<file path="config.mk">
export PLATFORM = sky130hd
export DESIGN_NAME = serial_rx_silo_with_line_events
export DESIGN_NICKNAME = d
export VERILOG_FILES = /design/src/sv/srx_pkg.sv /design/src/sv/serial_rx_silo_with_line_events.sv /design/src/sv/srx_front.sv /design/src/sv/srx_queue.sv /design/src/sv/srx_back.sv
export SDC_FILE = /design/constraint.sdc
export NUM_CORES = 2
export LEC_CHECK = 0
export BUFFER_PORTS_ARGS = -buffer_cell sky130_fd_sc_hd__buf_2
export CELL_PAD_IN_SITES_DETAIL_PLACEMENT = 2
export CELL_PAD_IN_SITES_GLOBAL_PLACEMENT = 2
export CORE_ASPECT_RATIO = 1.5
export CORE_UTILIZATION = 24
export DETAILED_ROUTE_END_ITERATION = 8
export GPL_ROUTABILITY_DRIVEN = 1
export PLACE_DENSITY_LB_ADDON = 0.1
export REMOVE_ABC_BUFFERS = 1
export SLEW_MARGIN = 0
export SYNTH_ARGS = -nofsm -noshare
export SYNTH_HDL_FRONTEND = slang
export SYNTH_SLANG_ARGS = --single-unit
</file>
<file path="constraint.sdc">
create_clock -name clock -period 4.49 [get_ports clock]
set_input_delay 0.2245 -clock clock [delete_from_list [all_inputs] [get_ports clock]]
set_output_delay 0.2245 -clock clock [all_outputs]
set_load 0.03 [all_outputs]
</file>
<file path="src/sv/srx_pkg.sv">
// srx_pkg: types and constants shared by the serial receive silo modules
// no dependencies; used by srx_front, srx_queue, srx_back and the top level
package srx_pkg;

   localparam int WAKE_CNT_W = 5;
   localparam logic [WAKE_CNT_W-1:0] WAKE_LIMIT = 5'd20;
   localparam int QUEUE_DEPTH = 2;

   localparam logic [6:0] STOP_CHAR_RST = 7'd19;
   localparam logic [7:0] INTR_CHAR_RST = 8'd127;

   // configuration register indexes
   localparam logic [2:0] CSR_STOP_CHAR    = 3'd0;
   localparam logic [2:0] CSR_INTR_CHAR    = 3'd1;
   localparam logic [2:0] CSR_RAW_MODE     = 3'd2;
   localparam logic [2:0] CSR_MOUSE_MODE   = 3'd3;
   localparam logic [2:0] CSR_SOFT_CARRIER = 3'd4;
   localparam logic [2:0] CSR_DIALOUT_LINE = 3'd5;
   localparam logic [2:0] CSR_NO_HANGUP    = 3'd6;
   localparam logic [2:0] CSR_LINE_OPEN    = 3'd7;

   typedef enum logic [1:0] {
      CMD_BYTE    = 2'd0,
      CMD_ERROR   = 2'd1,
      CMD_STATUS  = 2'd2,
      CMD_SERVICE = 2'd3
   } cmd_type;

   typedef enum logic [2:0] {
      KIND_ACK      = 3'd0,
      KIND_BYTE     = 3'd1,
      KIND_CARRIER  = 3'd2,
      KIND_HANGUP   = 3'd3,
      KIND_OVERFLOW = 3'd4,
      KIND_BREAK    = 3'd5
   } kind_type;

   typedef enum logic [2:0] {
      ST_IDLE,
      ST_PREP,
      ST_CAR,
      ST_OVF,
      ST_BRK,
      ST_READ,
      ST_BYTE,
      ST_DONE
   } state_type;

   typedef struct packed {
      logic [6:0] stop_char;
      logic [7:0] intr_char;
      logic       raw_mode;
      logic       mouse_mode;
      logic       soft_carrier;
      logic       dialout_line;
      logic       no_hangup;
      logic       line_open;
   } cfg_type;

   // one classified transaction on its way from front to back
   typedef struct packed {
      cmd_type    cmd;
      logic [7:0] rx_byte;
      logic       is_null;
      logic       is_stop;
      logic       brk;
      logic       car;
      logic       dovr;
   } item_type;

endpackage

</file>
<file path="src/sv/serial_rx_silo_with_line_events.sv">
// serial_rx_silo_with_line_events: top level, configuration registers and assertions
// depends on srx_pkg, srx_front, srx_queue, srx_back
//
// Receive silo for a serial line. Byte, receive-error and status-change
// transactions each give one result from the back end once they reach the
// head of the two-entry queue; the queue lets the front keep accepting while
// a result waits on rsp_stall. A service pass (command 3) takes a planning
// step, one result per carrier, overflow or break event, and per drained byte
// a registered read of the ring memory, then the result (none while the line
// is closed), up to the drain limit of 20 by default; a pass with no other
// result closes with an acknowledge. rsp_stall can hold each result. The ring
// needs no clearing pass after reset: its pointers start equal and an
// overflow flush returns both to zero.
module serial_rx_silo_with_line_events #(
   parameter int RING_DEPTH  = 256,
   parameter int DRAIN_LIMIT = 20
) (
   input  logic       clock,
   input  logic       reset,
   input  logic       req_valid,
   output logic       req_stall,
   input  logic [1:0] req_command,
   input  logic [7:0] req_rx_byte,
   input  logic       req_break_now,
   input  logic       req_carrier_now,
   input  logic       req_data_overrun,
   output logic       rsp_valid,
   input  logic       rsp_stall,
   output logic [2:0] rsp_kind,
   output logic [7:0] rsp_out_byte,
   output logic       rsp_wake,
   output logic       rsp_more_pending,
   output logic       rsp_last,
   input  logic       csr_wr_en,
   input  logic [2:0] csr_index,
   input  logic [7:0] csr_wdata
);

   srx_pkg::cfg_type  cfg_ff, cfg_in;
   srx_pkg::item_type push_item;
   srx_pkg::item_type head_item;
   logic q_push;
   logic q_pop;
   logic q_full;
   logic q_not_empty;

   always_comb begin
      cfg_in = cfg_ff;
      if (csr_wr_en) begin
         unique case (csr_index)
            srx_pkg::CSR_STOP_CHAR:    cfg_in.stop_char    = csr_wdata[6:0];
            srx_pkg::CSR_INTR_CHAR:    cfg_in.intr_char    = csr_wdata;
            srx_pkg::CSR_RAW_MODE:     cfg_in.raw_mode     = csr_wdata[0];
            srx_pkg::CSR_MOUSE_MODE:   cfg_in.mouse_mode   = csr_wdata[0];
            srx_pkg::CSR_SOFT_CARRIER: cfg_in.soft_carrier = csr_wdata[0];
            srx_pkg::CSR_DIALOUT_LINE: cfg_in.dialout_line = csr_wdata[0];
            srx_pkg::CSR_NO_HANGUP:    cfg_in.no_hangup    = csr_wdata[0];
            srx_pkg::CSR_LINE_OPEN:    cfg_in.line_open    = csr_wdata[0];
            default:                   cfg_in = cfg_ff;
         endcase
      end
   end

   always_ff @(posedge clock) begin
      if (reset) begin
         cfg_ff.stop_char    <= srx_pkg::STOP_CHAR_RST;
         cfg_ff.intr_char    <= srx_pkg::INTR_CHAR_RST;
         cfg_ff.raw_mode     <= 1'b0;
         cfg_ff.mouse_mode   <= 1'b0;
         cfg_ff.soft_carrier <= 1'b0;
         cfg_ff.dialout_line <= 1'b0;
         cfg_ff.no_hangup    <= 1'b0;
         cfg_ff.line_open    <= 1'b0;
      end else begin
         cfg_ff <= cfg_in;
      end
   end

   srx_front u_front (
      .req_valid        (req_valid),
      .req_stall        (req_stall),
      .req_command      (req_command),
      .req_rx_byte      (req_rx_byte),
      .req_break_now    (req_break_now),
      .req_carrier_now  (req_carrier_now),
      .req_data_overrun (req_data_overrun),
      .stop_char        (cfg_ff.stop_char),
      .q_full           (q_full),
      .q_push           (q_push),
      .q_item           (push_item)
   );

   srx_queue u_queue (
      .clock     (clock),
      .reset     (reset),
      .push      (q_push),
      .push_item (push_item),
      .pop       (q_pop),
      .full      (q_full),
      .not_empty (q_not_empty),
      .head_item (head_item)
   );

   srx_back #(
      .RING_DEPTH  (RING_DEPTH),
      .DRAIN_LIMIT (DRAIN_LIMIT)
   ) u_back (
      .clock            (clock),
      .reset            (reset),
      .cfg              (cfg_ff),
      .q_not_empty      (q_not_empty),
      .q_item           (head_item),
      .q_pop            (q_pop),
      .rsp_valid        (rsp_valid),
      .rsp_stall        (rsp_stall),
      .rsp_kind         (rsp_kind),
      .rsp_out_byte     (rsp_out_byte),
      .rsp_wake         (rsp_wake),
      .rsp_more_pending (rsp_more_pending),
      .rsp_last         (rsp_last)
   );

   // service event results never carry a wake request
   a_no_wake_on_event: assert property (@(posedge clock) disable iff (reset)
      rsp_valid && rsp_kind != srx_pkg::KIND_ACK |-> !rsp_wake)
      else $error("wake set on a service event transaction");

   // more-pending only on the closing result of a transaction
   a_more_on_last: assert property (@(posedge clock) disable iff (reset)
      rsp_valid && rsp_more_pending |-> rsp_last)
      else $error("more_pending set on a non-final result");

   // only byte and break results carry data
   a_byte_zero: assert property (@(posedge clock) disable iff (reset)
      rsp_valid && rsp_kind != srx_pkg::KIND_BYTE && rsp_kind != srx_pkg::KIND_BREAK
      |-> rsp_out_byte == 8'd0)
      else $error("out_byte nonzero on a result without data");

   // the queue never pops what it does not hold
   a_pop_nonempty: assert property (@(posedge clock) disable iff (reset)
      q_pop |-> q_not_empty)
      else $error("back end popped an empty queue");

endmodule

</file>
<file path="src/sv/srx_front.sv">
// srx_front: accepts request transactions and classifies them for the back end
// depends on srx_pkg
module srx_front (
   input  logic               req_valid,
   output logic               req_stall,
   input  logic [1:0]         req_command,
   input  logic [7:0]         req_rx_byte,
   input  logic               req_break_now,
   input  logic               req_carrier_now,
   input  logic               req_data_overrun,
   input  logic [6:0]         stop_char,
   input  logic               q_full,
   output logic               q_push,
   output srx_pkg::item_type  q_item
);

   srx_pkg::cmd_type cmd;

   always_comb begin
      unique case (req_command)
         2'd0:    cmd = srx_pkg::CMD_BYTE;
         2'd1:    cmd = srx_pkg::CMD_ERROR;
         2'd2:    cmd = srx_pkg::CMD_STATUS;
         default: cmd = srx_pkg::CMD_SERVICE;
      endcase
   end

   assign req_stall = q_full;
   assign q_push    = req_valid && !q_full;

   always_comb begin
      q_item.cmd     = cmd;
      q_item.rx_byte = req_rx_byte;
      q_item.is_null = (req_rx_byte == 8'd0);
      // stop character matches on the low seven bits only
      q_item.is_stop = (req_rx_byte[6:0] == stop_char);
      q_item.brk     = req_break_now;
      q_item.car     = req_carrier_now;
      q_item.dovr    = req_data_overrun;
   end

endmodule

</file>
<file path="src/sv/srx_queue.sv">
// srx_queue: short queue of classified transactions between front and back
// depends on srx_pkg
module srx_queue (
   input  logic               clock,
   input  logic               reset,
   input  logic               push,
   input  srx_pkg::item_type  push_item,
   input  logic               pop,
   output logic               full,
   output logic               not_empty,
   output srx_pkg::item_type  head_item
);

   localparam int PTR_W = (srx_pkg::QUEUE_DEPTH > 1) ? $clog2(srx_pkg::QUEUE_DEPTH) : 1;
   localparam int CNT_W = $clog2(srx_pkg::QUEUE_DEPTH + 1);

   srx_pkg::item_type entry_ff [srx_pkg::QUEUE_DEPTH];
   logic [PTR_W-1:0] wr_ptr_ff, wr_ptr_in;
   logic [PTR_W-1:0] rd_ptr_ff, rd_ptr_in;
   logic [CNT_W-1:0] count_ff, count_in;

   function automatic logic [PTR_W-1:0] ptr_step(input logic [PTR_W-1:0] p);
      ptr_step = (p == PTR_W'(srx_pkg::QUEUE_DEPTH - 1)) ? '0 : p + 1'b1;
   endfunction

   assign full      = (count_ff == CNT_W'(srx_pkg::QUEUE_DEPTH));
   assign not_empty = (count_ff != '0);
   assign head_item = entry_ff[rd_ptr_ff];

   always_comb begin
      wr_ptr_in = push ? ptr_step(wr_ptr_ff) : wr_ptr_ff;
      rd_ptr_in = pop ? ptr_step(rd_ptr_ff) : rd_ptr_ff;
      count_in  = count_ff;
      if (push && !pop) begin
         count_in = count_ff + 1'b1;
      end else if (pop && !push) begin
         count_in = count_ff - 1'b1;
      end
   end

   always_ff @(posedge clock) begin
      if (reset) begin
         wr_ptr_ff <= '0;
         rd_ptr_ff <= '0;
         count_ff  <= '0;
      end else begin
         wr_ptr_ff <= wr_ptr_in;
         rd_ptr_ff <= rd_ptr_in;
         count_ff  <= count_in;
      end
   end

   always_ff @(posedge clock) begin
      if (push) begin
         entry_ff[wr_ptr_ff] <= push_item;
      end
   end

endmodule

</file>
<file path="src/sv/srx_back.sv">
// srx_back: ring store, line state and service pass sequencer with result register
// depends on srx_pkg
module srx_back #(
   parameter int RING_DEPTH  = 256,
   parameter int DRAIN_LIMIT = 20
) (
   input  logic               clock,
   input  logic               reset,
   input  srx_pkg::cfg_type   cfg,
   input  logic               q_not_empty,
   input  srx_pkg::item_type  q_item,
   output logic               q_pop,
   output logic               rsp_valid,
   input  logic               rsp_stall,
   output logic [2:0]         rsp_kind,
   output logic [7:0]         rsp_out_byte,
   output logic               rsp_wake,
   output logic               rsp_more_pending,
   output logic               rsp_last
);

   localparam int PTR_W = $clog2(RING_DEPTH);
   localparam int CNT_W = $clog2(DRAIN_LIMIT + 1);
   localparam int OCC_W = (PTR_W + 1 > CNT_W) ? PTR_W + 1 : CNT_W;

   logic [7:0] ring_mem [RING_DEPTH];
   logic       mem_wr;
   logic       mem_rd;
   logic [7:0] rd_data_ff;

   srx_pkg::state_type state_ff, state_in;

   logic [PTR_W-1:0]               wp_ff, wp_in, wp_nxt;
   logic [PTR_W-1:0]               rp_ff, rp_in, rp_nxt;
   logic [srx_pkg::WAKE_CNT_W-1:0] wake_cnt_ff, wake_cnt_in, wake_cnt_inc;
   logic saved_brk_ff, saved_brk_in;
   logic brk_pend_ff, brk_pend_in;
   logic stat_pend_ff, stat_pend_in;
   logic ovr_pend_ff, ovr_pend_in;
   logic carrier_on_ff, carrier_on_in;

   // service pass plan: line flags taken with the request, the rest set in the prep step
   logic             svc_brk_ff, svc_brk_in;
   logic             svc_car_ff, svc_car_in;
   logic             car_e_ff, car_e_in;
   logic             car_up_ff, car_up_in;
   logic             ovf_e_ff, ovf_e_in;
   logic             brk_e_ff, brk_e_in;
   logic             more_ff, more_in;
   logic             done_ff, done_in;
   logic [CNT_W-1:0] drain_cnt_ff, drain_cnt_in;

   logic       rsp_valid_ff, rsp_valid_in;
   logic [2:0] rsp_kind_ff, rsp_kind_in;
   logic [7:0] rsp_byte_ff, rsp_byte_in;
   logic       rsp_wake_ff, rsp_wake_in;
   logic       rsp_more_ff, rsp_more_in;
   logic       rsp_last_ff, rsp_last_in;

   logic             out_free;
   logic             bytes_e;
   logic             car_present;
   logic             wake;
   logic [OCC_W-1:0] occ;
   logic             occ_more;

   assign wp_nxt   = (wp_ff == PTR_W'(RING_DEPTH - 1)) ? '0 : wp_ff + 1'b1;
   assign rp_nxt   = (rp_ff == PTR_W'(RING_DEPTH - 1)) ? '0 : rp_ff + 1'b1;
   assign out_free = !rsp_valid_ff || !rsp_stall;
   assign bytes_e  = cfg.line_open && (drain_cnt_ff != '0);
   assign car_present  = svc_car_ff || cfg.soft_carrier || cfg.dialout_line;
   assign wake_cnt_inc = wake_cnt_ff + 1'b1;
   assign occ = (wp_ff >= rp_ff) ? OCC_W'(wp_ff) - OCC_W'(rp_ff)
                                 : OCC_W'(wp_ff) + OCC_W'(RING_DEPTH) - OCC_W'(rp_ff);
   assign occ_more = (occ > OCC_W'(DRAIN_LIMIT));

   always_comb begin
      state_in      = state_ff;
      wp_in         = wp_ff;
      rp_in         = rp_ff;
      wake_cnt_in   = wake_cnt_ff;
      saved_brk_in  = saved_brk_ff;
      brk_pend_in   = brk_pend_ff;
      stat_pend_in  = stat_pend_ff;
      ovr_pend_in   = ovr_pend_ff;
      carrier_on_in = carrier_on_ff;
      svc_brk_in    = svc_brk_ff;
      svc_car_in    = svc_car_ff;
      car_e_in      = car_e_ff;
      car_up_in     = car_up_ff;
      ovf_e_in      = ovf_e_ff;
      brk_e_in      = brk_e_ff;
      more_in       = more_ff;
      done_in       = done_ff;
      drain_cnt_in  = drain_cnt_ff;
      rsp_valid_in  = rsp_valid_ff && rsp_stall;
      rsp_kind_in   = rsp_kind_ff;
      rsp_byte_in   = rsp_byte_ff;
      rsp_wake_in   = rsp_wake_ff;
      rsp_more_in   = rsp_more_ff;
      rsp_last_in   = rsp_last_ff;
      q_pop         = 1'b0;
      mem_wr        = 1'b0;
      mem_rd        = 1'b0;
      wake          = 1'b0;

      unique case (state_ff)
         srx_pkg::ST_IDLE: begin
            q_pop = q_not_empty && (q_item.cmd == srx_pkg::CMD_SERVICE || out_free);
            if (q_pop) begin
               unique case (q_item.cmd)
                  srx_pkg::CMD_BYTE: begin
                     rsp_valid_in = 1'b1;
                     // null byte while the break is still held is dropped
                     if (!(q_item.is_null && saved_brk_ff && q_item.brk)) begin
                        if (q_item.is_null && saved_brk_ff) begin
                           brk_pend_in  = 1'b1;
                           saved_brk_in = 1'b0;
                           stat_pend_in = 1'b1;
                           wake         = 1'b1;
                        end
                        mem_wr = 1'b1;
                        wp_in  = wp_nxt;
                        if (wp_nxt == rp_ff) begin
                           ovr_pend_in = 1'b1;
                        end
                        if (cfg.mouse_mode || q_item.is_stop ||
                            wake_cnt_inc > srx_pkg::WAKE_LIMIT) begin
                           wake_cnt_in = '0;
                           wake        = 1'b1;
                        end else begin
                           wake_cnt_in = wake_cnt_inc;
                        end
                     end
                  end
                  srx_pkg::CMD_ERROR: begin
                     rsp_valid_in = 1'b1;
                     if (q_item.dovr) begin
                        ovr_pend_in = 1'b1;
                        wake        = 1'b1;
                     end
                  end
                  srx_pkg::CMD_STATUS: begin
                     rsp_valid_in = 1'b1;
                     if (saved_brk_ff && !q_item.brk) begin
                        brk_pend_in = 1'b1;
                     end
                     saved_brk_in = q_item.brk;
                     stat_pend_in = 1'b1;
                     wake         = 1'b1;
                  end
                  default: begin
                     svc_brk_in = q_item.brk;
                     svc_car_in = q_item.car;
                     state_in   = srx_pkg::ST_PREP;
                  end
               endcase
               // a service pass leaves a waiting result untouched
               if (q_item.cmd != srx_pkg::CMD_SERVICE) begin
                  rsp_kind_in = srx_pkg::KIND_ACK;
                  rsp_byte_in = 8'd0;
                  rsp_more_in = 1'b0;
                  rsp_last_in = 1'b1;
                  rsp_wake_in = wake;
               end
            end
         end

         srx_pkg::ST_PREP: begin
            car_up_in = car_present;
            car_e_in  = stat_pend_ff && (car_present ? !carrier_on_ff
                                                     : carrier_on_ff && !cfg.no_hangup);
            if (stat_pend_ff) begin
               stat_pend_in  = 1'b0;
               carrier_on_in = car_present;
            end
            ovf_e_in = ovr_pend_ff && cfg.line_open;
            brk_e_in = brk_pend_ff && !svc_brk_ff && cfg.line_open;
            if (brk_pend_ff && !svc_brk_ff) begin
               brk_pend_in = 1'b0;
            end
            if (ovr_pend_ff) begin
               // flush: pointers back to zero, nothing left to drain
               ovr_pend_in  = 1'b0;
               wp_in        = '0;
               rp_in        = '0;
               more_in      = 1'b0;
               drain_cnt_in = '0;
            end else begin
               more_in      = occ_more;
               drain_cnt_in = occ_more ? CNT_W'(DRAIN_LIMIT) : CNT_W'(occ);
            end
            done_in = !(car_e_in || ovf_e_in || brk_e_in ||
                        (cfg.line_open && drain_cnt_in != '0));
            if (car_e_in) begin
               state_in = srx_pkg::ST_CAR;
            end else if (ovf_e_in) begin
               state_in = srx_pkg::ST_OVF;
            end else if (brk_e_in) begin
               state_in = srx_pkg::ST_BRK;
            end else if (drain_cnt_in != '0) begin
               state_in = srx_pkg::ST_READ;
            end else begin
               state_in = srx_pkg::ST_DONE;
            end
         end

         srx_pkg::ST_CAR: begin
            if (out_free) begin
               rsp_valid_in = 1'b1;
               rsp_kind_in  = car_up_ff ? srx_pkg::KIND_CARRIER : srx_pkg::KIND_HANGUP;
               rsp_byte_in  = 8'd0;
               rsp_wake_in  = 1'b0;
               rsp_last_in  = !(ovf_e_ff || brk_e_ff || bytes_e);
               rsp_more_in  = rsp_last_in && more_ff;
               if (ovf_e_ff) begin
                  state_in = srx_pkg::ST_OVF;
               end else if (brk_e_ff) begin
                  state_in = srx_pkg::ST_BRK;
               end else if (drain_cnt_ff != '0) begin
                  state_in = srx_pkg::ST_READ;
               end else begin
                  state_in = srx_pkg::ST_IDLE;
               end
            end
         end

         srx_pkg::ST_OVF: begin
            if (out_free) begin
               rsp_valid_in = 1'b1;
               rsp_kind_in  = srx_pkg::KIND_OVERFLOW;
               rsp_byte_in  = 8'd0;
               rsp_wake_in  = 1'b0;
               rsp_last_in  = !(brk_e_ff || bytes_e);
               rsp_more_in  = rsp_last_in && more_ff;
               if (brk_e_ff) begin
                  state_in = srx_pkg::ST_BRK;
               end else if (drain_cnt_ff != '0) begin
                  state_in = srx_pkg::ST_READ;
               end else begin
                  state_in = srx_pkg::ST_IDLE;
               end
            end
         end

         srx_pkg::ST_BRK: begin
            if (out_free) begin
               rsp_valid_in = 1'b1;
               rsp_kind_in  = srx_pkg::KIND_BREAK;
               rsp_byte_in  = cfg.raw_mode ? 8'd0 : cfg.intr_char;
               rsp_wake_in  = 1'b0;
               rsp_last_in  = !bytes_e;
               rsp_more_in  = rsp_last_in && more_ff;
               state_in     = (drain_cnt_ff != '0) ? srx_pkg::ST_READ : srx_pkg::ST_IDLE;
            end
         end

         srx_pkg::ST_READ: begin
            mem_rd       = 1'b1;
            rp_in        = rp_nxt;
            drain_cnt_in = drain_cnt_ff - 1'b1;
            state_in     = srx_pkg::ST_BYTE;
         end

         srx_pkg::ST_BYTE: begin
            if (!cfg.line_open) begin
               // closed line: byte is consumed without a result
               if (drain_cnt_ff != '0) begin
                  state_in = srx_pkg::ST_READ;
               end else begin
                  state_in = done_ff ? srx_pkg::ST_DONE : srx_pkg::ST_IDLE;
               end
            end else if (out_free) begin
               rsp_valid_in = 1'b1;
               rsp_kind_in  = srx_pkg::KIND_BYTE;
               rsp_byte_in  = rd_data_ff;
               rsp_wake_in  = 1'b0;
               rsp_last_in  = (drain_cnt_ff == '0);
               rsp_more_in  = rsp_last_in && more_ff;
               state_in     = (drain_cnt_ff != '0) ? srx_pkg::ST_READ : srx_pkg::ST_IDLE;
            end
         end

         srx_pkg::ST_DONE: begin
            if (out_free) begin
               rsp_valid_in = 1'b1;
               rsp_kind_in  = srx_pkg::KIND_ACK;
               rsp_byte_in  = 8'd0;
               rsp_wake_in  = 1'b0;
               rsp_last_in  = 1'b1;
               rsp_more_in  = more_ff;
               state_in     = srx_pkg::ST_IDLE;
            end
         end

         default: begin
            state_in = srx_pkg::ST_IDLE;
         end
      endcase
   end

   always_ff @(posedge clock) begin
      if (reset) begin
         state_ff      <= srx_pkg::ST_IDLE;
         wp_ff         <= '0;
         rp_ff         <= '0;
         wake_cnt_ff   <= '0;
         saved_brk_ff  <= 1'b0;
         brk_pend_ff   <= 1'b0;
         stat_pend_ff  <= 1'b0;
         ovr_pend_ff   <= 1'b0;
         carrier_on_ff <= 1'b0;
         rsp_valid_ff  <= 1'b0;
      end else begin
         state_ff      <= state_in;
         wp_ff         <= wp_in;
         rp_ff         <= rp_in;
         wake_cnt_ff   <= wake_cnt_in;
         saved_brk_ff  <= saved_brk_in;
         brk_pend_ff   <= brk_pend_in;
         stat_pend_ff  <= stat_pend_in;
         ovr_pend_ff   <= ovr_pend_in;
         carrier_on_ff <= carrier_on_in;
         rsp_valid_ff  <= rsp_valid_in;
      end
   end

   always_ff @(posedge clock) begin
      svc_brk_ff   <= svc_brk_in;
      svc_car_ff   <= svc_car_in;
      car_e_ff     <= car_e_in;
      car_up_ff    <= car_up_in;
      ovf_e_ff     <= ovf_e_in;
      brk_e_ff     <= brk_e_in;
      more_ff      <= more_in;
      done_ff      <= done_in;
      drain_cnt_ff <= drain_cnt_in;
      rsp_kind_ff  <= rsp_kind_in;
      rsp_byte_ff  <= rsp_byte_in;
      rsp_wake_ff  <= rsp_wake_in;
      rsp_more_ff  <= rsp_more_in;
      rsp_last_ff  <= rsp_last_in;
   end

   always_ff @(posedge clock) begin
      if (mem_wr) begin
         ring_mem[wp_ff] <= q_item.rx_byte;
      end
   end

   always_ff @(posedge clock) begin
      if (mem_rd) begin
         rd_data_ff <= ring_mem[rp_ff];
      end
   end

   assign rsp_valid        = rsp_valid_ff;
   assign rsp_kind         = rsp_kind_ff;
   assign rsp_out_byte     = rsp_byte_ff;
   assign rsp_wake         = rsp_wake_ff;
   assign rsp_more_pending = rsp_more_ff;
   assign rsp_last         = rsp_last_ff;

endmodule
</file>
Word level (Yosys, flattened, before mapping)
Memories as Yosys holds them, arrays and structs flattened. A register that Yosys moved wholly into a read port is not among the register bits. Cells that the tools add are included.

Bits in registers: 81. Memory bits (writable): 2078. Input port bits: 29. Word-level logic and storage cells: 302. Memories kept: 2.

Memories: u_back.ring_mem (depth 256, bits a word 8, rd ports 1, clocked after memory_dff 1, wr ports 1, RTL line srx_back.sv:26) `logic [7:0] ring_mem [RING_DEPTH];`; u_queue.entry_ff (depth 2, bits a word 15, rd ports 1, clocked after memory_dff 1, wr ports 1, RTL line srx_queue.sv:17) `srx_pkg::item_type entry_ff [srx_pkg::QUEUE_DEPTH];`.

$add $sub $neg: 11. Magnitude comparators: 3. Equal/unequal tests: 48. Multiplexer cells: 118. Bitwise logic cells: 2. Reduce and logical (&&, ||, !) cells: 84.

Operator list (count): $mux 8 (13); $mux 3 (22); $mux 1 (56); $pmux 8 s2 (2); $pmux 8 s4 (1); $eq 3x3->1 const B (8); $pmux 3 s8 (1); $ne 2x1->1 const B (11); $mux 5 (4); $reduce_and 2->1 (10); $reduce_and 5->1 (4); $logic_and 1x1->1 (19); $pmux 3 s6 (1); $add 8x1->8 const B (2); $eq 8x8->1 const B (2); $pmux 1 s2 (7); $reduce_and 7->1 (2); $logic_not 1->1 (13); $eq 3x2->1 const B (4); $logic_or 1x1->1 (12); $ne 2x2->1 const B (6); $ne 3x3->1 const B (4); $pmux 1 s6 (2); $pmux 5 s2 (1); other kinds (37) (59).

Longest topological paths before layout
Depth after elaboration: 13. Gate-level depth with buffers: 13.

Modules after synthesis
A second synthesis with hierarchy kept.

Cells, all modules: 4324. Area, all modules: 85669.7 um^2.

Modules (own cells, without submodules): srx_back (instances 1, cells an instance 4139, area each 83264.9 um^2, seq. area each 63120.5 um^2); srx_queue (instances 1, cells an instance 69, area each 1292.5 um^2, seq. area each 1001.0 um^2); serial_rx_silo_with_line_events (instances 1, cells an instance 89, area each 915.9 um^2, seq. area each 420.4 um^2); srx_front (instances 1, cells an instance 27, area each 196.4 um^2, seq. area each 0.0 um^2).

Least setup slack after synthesis
No wires, ideal clock.

Path type: register to register. From: reg u_back.rp_ff[2]. To: reg u_back.drain_cnt_ff[2], data pin. Library setup time: 259 ps. Data arrival time: 3459 ps. Path slack: 772 ps. Cell stages (with the launch flop): 14. Buffers on the path: 4. Period minus slack after synthesis: 3718 ps. Path through: dfxtp_1 > buf_2 > inv_1 > buf_1 > clkbuf_1 > clkbuf_1 > ha_1 > o21a_1 > o31a_1 > o21ai_0 > nor4bb_1 > o31a_1 > nand3_1 > o31a_1.

Word-level cells in the longest chain between the ends: 7. Elaborated cells on any way between the ends: 9. Those cells by class: 2 x add/sub; 2 x order compare; 5 x mux.

Ends and longest elaborated chain: start: declaration (RTL line srx_back.sv:34) `logic [PTR_W-1:0] rp_ff, rp_in, rp_nxt;`; start signal: assignment (RTL line srx_back.sv:317) `rp_ff <= rp_in;`; $sub 9x8->9, or another cell as far along (RTL line srx_back.sv:74) `: OCC_W'(wp_ff) + OCC_W'(RING_DEPTH) - OCC_W'(rp_ff);`; $mux 9 (*) (RTL line srx_back.sv:73) `assign occ = (wp_ff >= rp_ff) ? OCC_W'(wp_ff) - OCC_W'(rp_ff)`; $gt 9x5->1 (RTL line srx_back.sv:75) `assign occ_more = (occ > OCC_W'(DRAIN_LIMIT));`; $mux 5 (*) (RTL line srx_back.sv:191) `drain_cnt_in = occ_more ? CNT_W'(DRAIN_LIMIT) : CNT_W'(occ);`; $mux 5 (*) (RTL line srx_back.sv:182) `if (ovr_pend_ff) begin`; $mux 5 (*) (RTL line srx_back.sv:107) `unique case (state_ff)`; $pmux 5 s2 (*) (RTL line srx_back.sv:107); net u_back.drain_cnt_in[2] (RTL line srx_back.sv:51) `logic [CNT_W-1:0] drain_cnt_ff, drain_cnt_in;`; end signal: assignment (RTL line srx_back.sv:337) `drain_cnt_ff <= drain_cnt_in;`; end: declaration (RTL line srx_back.sv:51).

The timed path passes the listed nets; every way through them passes the cells marked *. The select of a mux whose other input is x is not followed. A chain may end at the register's enable or synchronous reset.

==> flow_metrics.py <==
metrics = {
    "logic_synthesis": {
        "ys_warn_count": 0,
        "synth_cell_types": 72,
        "ys_ff_latch": 2168,
        "syn_area_per_cell_um2": 19.78,
        "synth_area_leader_cell": "edfxtp_1",
        "synthTopCellsByArea": "edfxtp_1 74%, mux4_2 14%, nor2_1 1.7%, dfxtp_1 1.3%, mux2i_1 1.2%",
        "synth_common_cells": "2112 x edfxtp_1, 521 x mux4_2, 377 x nor2_1",
        "yosysMostFrequentCell": "edfxtp_1",
        "postSynthCellCount": 4332,
        "yosysTopAreaCellShare_pct": 74.03,
        "syn_area_um2": 85670,
        "synth_edf_count": 2112,
        "ys_seq_area_share_pct": 75.34,
        "postSynth.asyncResetShare_pct": 0,
        "synth_flop_cell": "edfxtp_1",
    },
    "timing": {
        "drv_slew": 0,
        "setup_viol": 0,
        "hold_viol_final": 0,
        "skew_ns": 0.07238,
        "max_freq_ghz": 0.2443,
        "rsz0062_at_grt": "false",
        "fin_ws_ns": 0.3961,
        "max_slew_margin_pct": 19.02,
        "min_period_over_period_pct": 91.18,
        "tightestPinTransition_ns": 1.212,
        "fin_crit_ns": 4.094,
    },
    "placed_design": {
        "place_area_um2": 95570,
        "dp_slack_ns": 0.2211,
        "io_buffers": 44,
        "detailed_place_hpwl_mm": 210.4,
        "gp_congestion": 0.7459,
    },
    "floorplanning": {
        "rows": 268,
        "initial_core_util_pct": 24.13,
        "die_h_um": 733.7,
        "die_x_um": 489.8,
        "design.core.area_um2": 355100,
        "ios": 45,
        "die_area_um2": 359400,
    },
    "final_layout": {
        "nets": 5014,
        "fin_util_pct": 28.99,
        "fillerInstances": 35890,
        "synthToLayoutAreaGrowth_pct": 20.16,
        "drive_gt1_share_pct": 29.10,
        "design_area_um2": 102900,
    },
    "critical_path": {
        "crit_top_cell": "buf_4",
        "start_kind": "register",
        "worst-setup-path-type": "reg2reg",
        "critPathMaxFanout": 20,
        "slowest_stage": "dfxtp_4",
        "slowest_delay_ns": 0.72,
        "cp_cell_sequence": "buf_12 > mux4_2 > or3_1 > o31ai_1 > buf_4 > nor4_1 > or4_1 > a31oi_1 > buf_4 > nand3_1",
        "cp.arrival_ns": 4.68,
        "critical_path_buf_inv_count": 3,
        "cp-end-kind": "register",
        "path_delay_family": "simple AND/OR/NAND/NOR gates",
        "crit_required_ns": 5.08,
    },
    "global_routing": {
        "grt_max_degree": 111,
        "grt_pass1_vias": 50540,
        "grt_antenna_before_repair": 17,
        "grt_util_all_layers_pct": 17.50,
        "grt-ovfl-total": 0,
        "grt_pass1_wl_mm": 434.8,
    },
    "run_status": {
        "outcome": "finished clean",
    },
    "pwr": {
        "powerDensity_nw_per_um2": 447.2,
        "vdd_ir_drop_max_uv": 634.9,
        "power.leakage_nw": 31.79,
    },
    "detailed_routing": {
        "drc": 0,
        "drt-wirelength-per-cell_um": 31.87,
        "drt-initial-drc-count": 2755,
        "finalWirelength_mm": 314.7,
        "ant_nets": 0,
        "num_vias": 45060,
        "vias_per_cell": 4.564,
        "dr.pass1.iters": 5,
    },
    "clock_network": {
        "cts_made_buffers": 230,
        "cts_setup_buffers": 0,
        "insertion_delay_ns": 0.93,
        "cts_tree": "done",
        "cts-root-buf": "clkbuf_16",
        "cts.path.max_buffers": 4,
        "htreeDepth": 4,
        "cts.clk_slew.worst_paths_ns": 0.06,
        "cts.sinks": 2168,
        "postCtsResizedCells": 0,
    },
    "min_path": {
        "hold_class": "in2reg",
    },
    "job": {
        "maxCapViolations": 0,
    },
}
[registers in the layout (all words and copies together) (netlist names), 2 cells and up, named ones only]
signal               cells
u_back.ring_mem       2048
u_back.rp_ff             8
u_back.wake_cnt_ff       5
u_back.rd_data_ff        8
cfg_ff                  21
u_back.state_ff          3
u_queue.count_ff         2
u_queue.entry_ff        30
u_back.rsp_kind          3
u_back.wp_ff             8
u_back.rsp_out_byte      8
u_back.drain_cnt_ff      5
[what timing repair did]
| item | in CTS | in global routing |
|---|---|---|
| hold endpoints to repair | 90 | 0 |
| endpoints found under the setup margin | 0 | 0 |
| hold buffers | 46 | 0 |
[kinds of logic (layout without fill, tap and decap cells)]
kind of cell | after synthesis | count (layout) | share of synthesized area (%)
flip-flops | 2168 | 2168 | 75.34
AO/OA/AOI/OAI | 365 | 365 | 2.845
AND/OR/NAND/NOR | 821 | 821 | 4.289
buffers and inverters | 280 | 1085 | 1.704
XOR/XNOR | 30 | 30 | 0.3067
adder cells (fa/ha/maj) | 18 | 18 | 0.2716
multiplexers | 650 | 650 | 15.25
other | 0 | 11 | 0
[power by group]
part | total, W | leakage [nW] | internal [W] | switching [W]
Combinational | 0.00349 | 8.96 | 0.000587 | 0.00290
Clock | 0.0183 | 3.37 | 0.0101 | 0.00825
Sequential | 0.0242 | 19.5 | 0.0241 | 0.000119
Total | 0.0460 | 31.8 | 0.0348 | 0.0113
[metal layers]
| layer | GRT usage, % | up-vias | routed length (µm) |
|---|---|---|---|
| li1 | - | 19000 | - |
| met3 | 1.660 | 344 | 8140 |
| met2 | 33.31 | 690 | 173600 |
| met4 | 4.455 | 0 | 8064 |
| met1 | 20.70 | 25020 | 124900 |
| met5 | 0 | - | 0 |
[path summary, 6_finish.rpt]
kind                                      from                                to  slack (ns)  depth (start not counted)
hold / removal                  req_rx_byte[4]  u_queue.entry_ff[1][9]$_DFFE_PP_        0.11                          2
setup / recovery  u_back.rp_ff[0]$_SDFFE_PP0P_    u_back.rd_data_ff[7]$_DFFE_PP_        0.40                         10
hold reg to reg         cfg_ff[6]$_SDFFE_PP1P_            cfg_ff[6]$_SDFFE_PP1P_        0.48                          2
setup reg to reg  u_back.rp_ff[0]$_SDFFE_PP0P_    u_back.rd_data_ff[7]$_DFFE_PP_        0.40                         10
[worst reg2reg max path: cells and delay by family (launching register included)]
| kind | cells | cell delay [ns] |
|---|---|---|
| AO/OA/AOI/OAI | 2 | 0.35 |
| buffers and inverters | 3 | 0.56 |
| flip-flops | 1 | 0.72 |
| multiplexers | 1 | 0.73 |
| AND/OR/NAND/NOR | 4 | 1.43 |
[layout by cell type (no fill, tap or decap), types with 12 or more instances in the layout]
| cell | count |
|---|---|
| a2111oi_0 | 13 |
| a211oi_1 | 27 |
| a21oi_1 | 77 |
| a22oi_1 | 36 |
| a31oi_1 | 21 |
| and2_1 | 14 |
| and3_1 | 19 |
| buf_12 | 50 |
| buf_2 | 44 |
| buf_4 | 513 |
| bufinv_16 | 12 |
| clkbuf_1 | 43 |
| clkbuf_16 | 231 |
| clkinv_1 | 64 |
| clkinv_2 | 38 |
| dfxtp_1 | 50 |
| dlygate4sd3_1 | 46 |
| edfxtp_1 | 2112 |
| ha_1 | 17 |
| inv_1 | 25 |
| mux2_2 | 21 |
| mux2i_1 | 100 |
| mux4_2 | 521 |
| nand2_1 | 176 |
| nand2_2 | 13 |
| nand2b_1 | 19 |
| nand3_1 | 46 |
| nor2_1 | 375 |
| nor2b_1 | 29 |
| nor3_1 | 37 |
| nor4_1 | 20 |
| o21ai_0 | 51 |
| o22ai_1 | 46 |
| or3_1 | 13 |
| xnor2_1 | 15 |
| xor2_1 | 15 |
[stage by stage]
step                      total power, W  cells  hold slack [ns]  TNS [ns]
after floorplan                  0.02630   4082           0.2936   -463.38
after global placement           0.02819   9414           0.4199         0
after detailed placement         0.02834   9414           0.4187         0
after CTS                        0.04696   9862        0.0002867         0
after global routing             0.04767   9863          0.06573         0
final                            0.04603   9873           0.1064         0
[area by class of cell]
type	instances	area, µm²	share of cell area, %
sequential	2168	64560	62.71
clock buffer	276	5969	5.799
antenna	11	27.53	0.02674
clock inverter	126	919.6	0.8933
inverter	30	118.9	0.1155
timing repair buffer	653	5533	5.374
tap	4725	5912	5.743
multi-input combinational	1884	19900	19.33
Power figures use the tool's default switching activity.
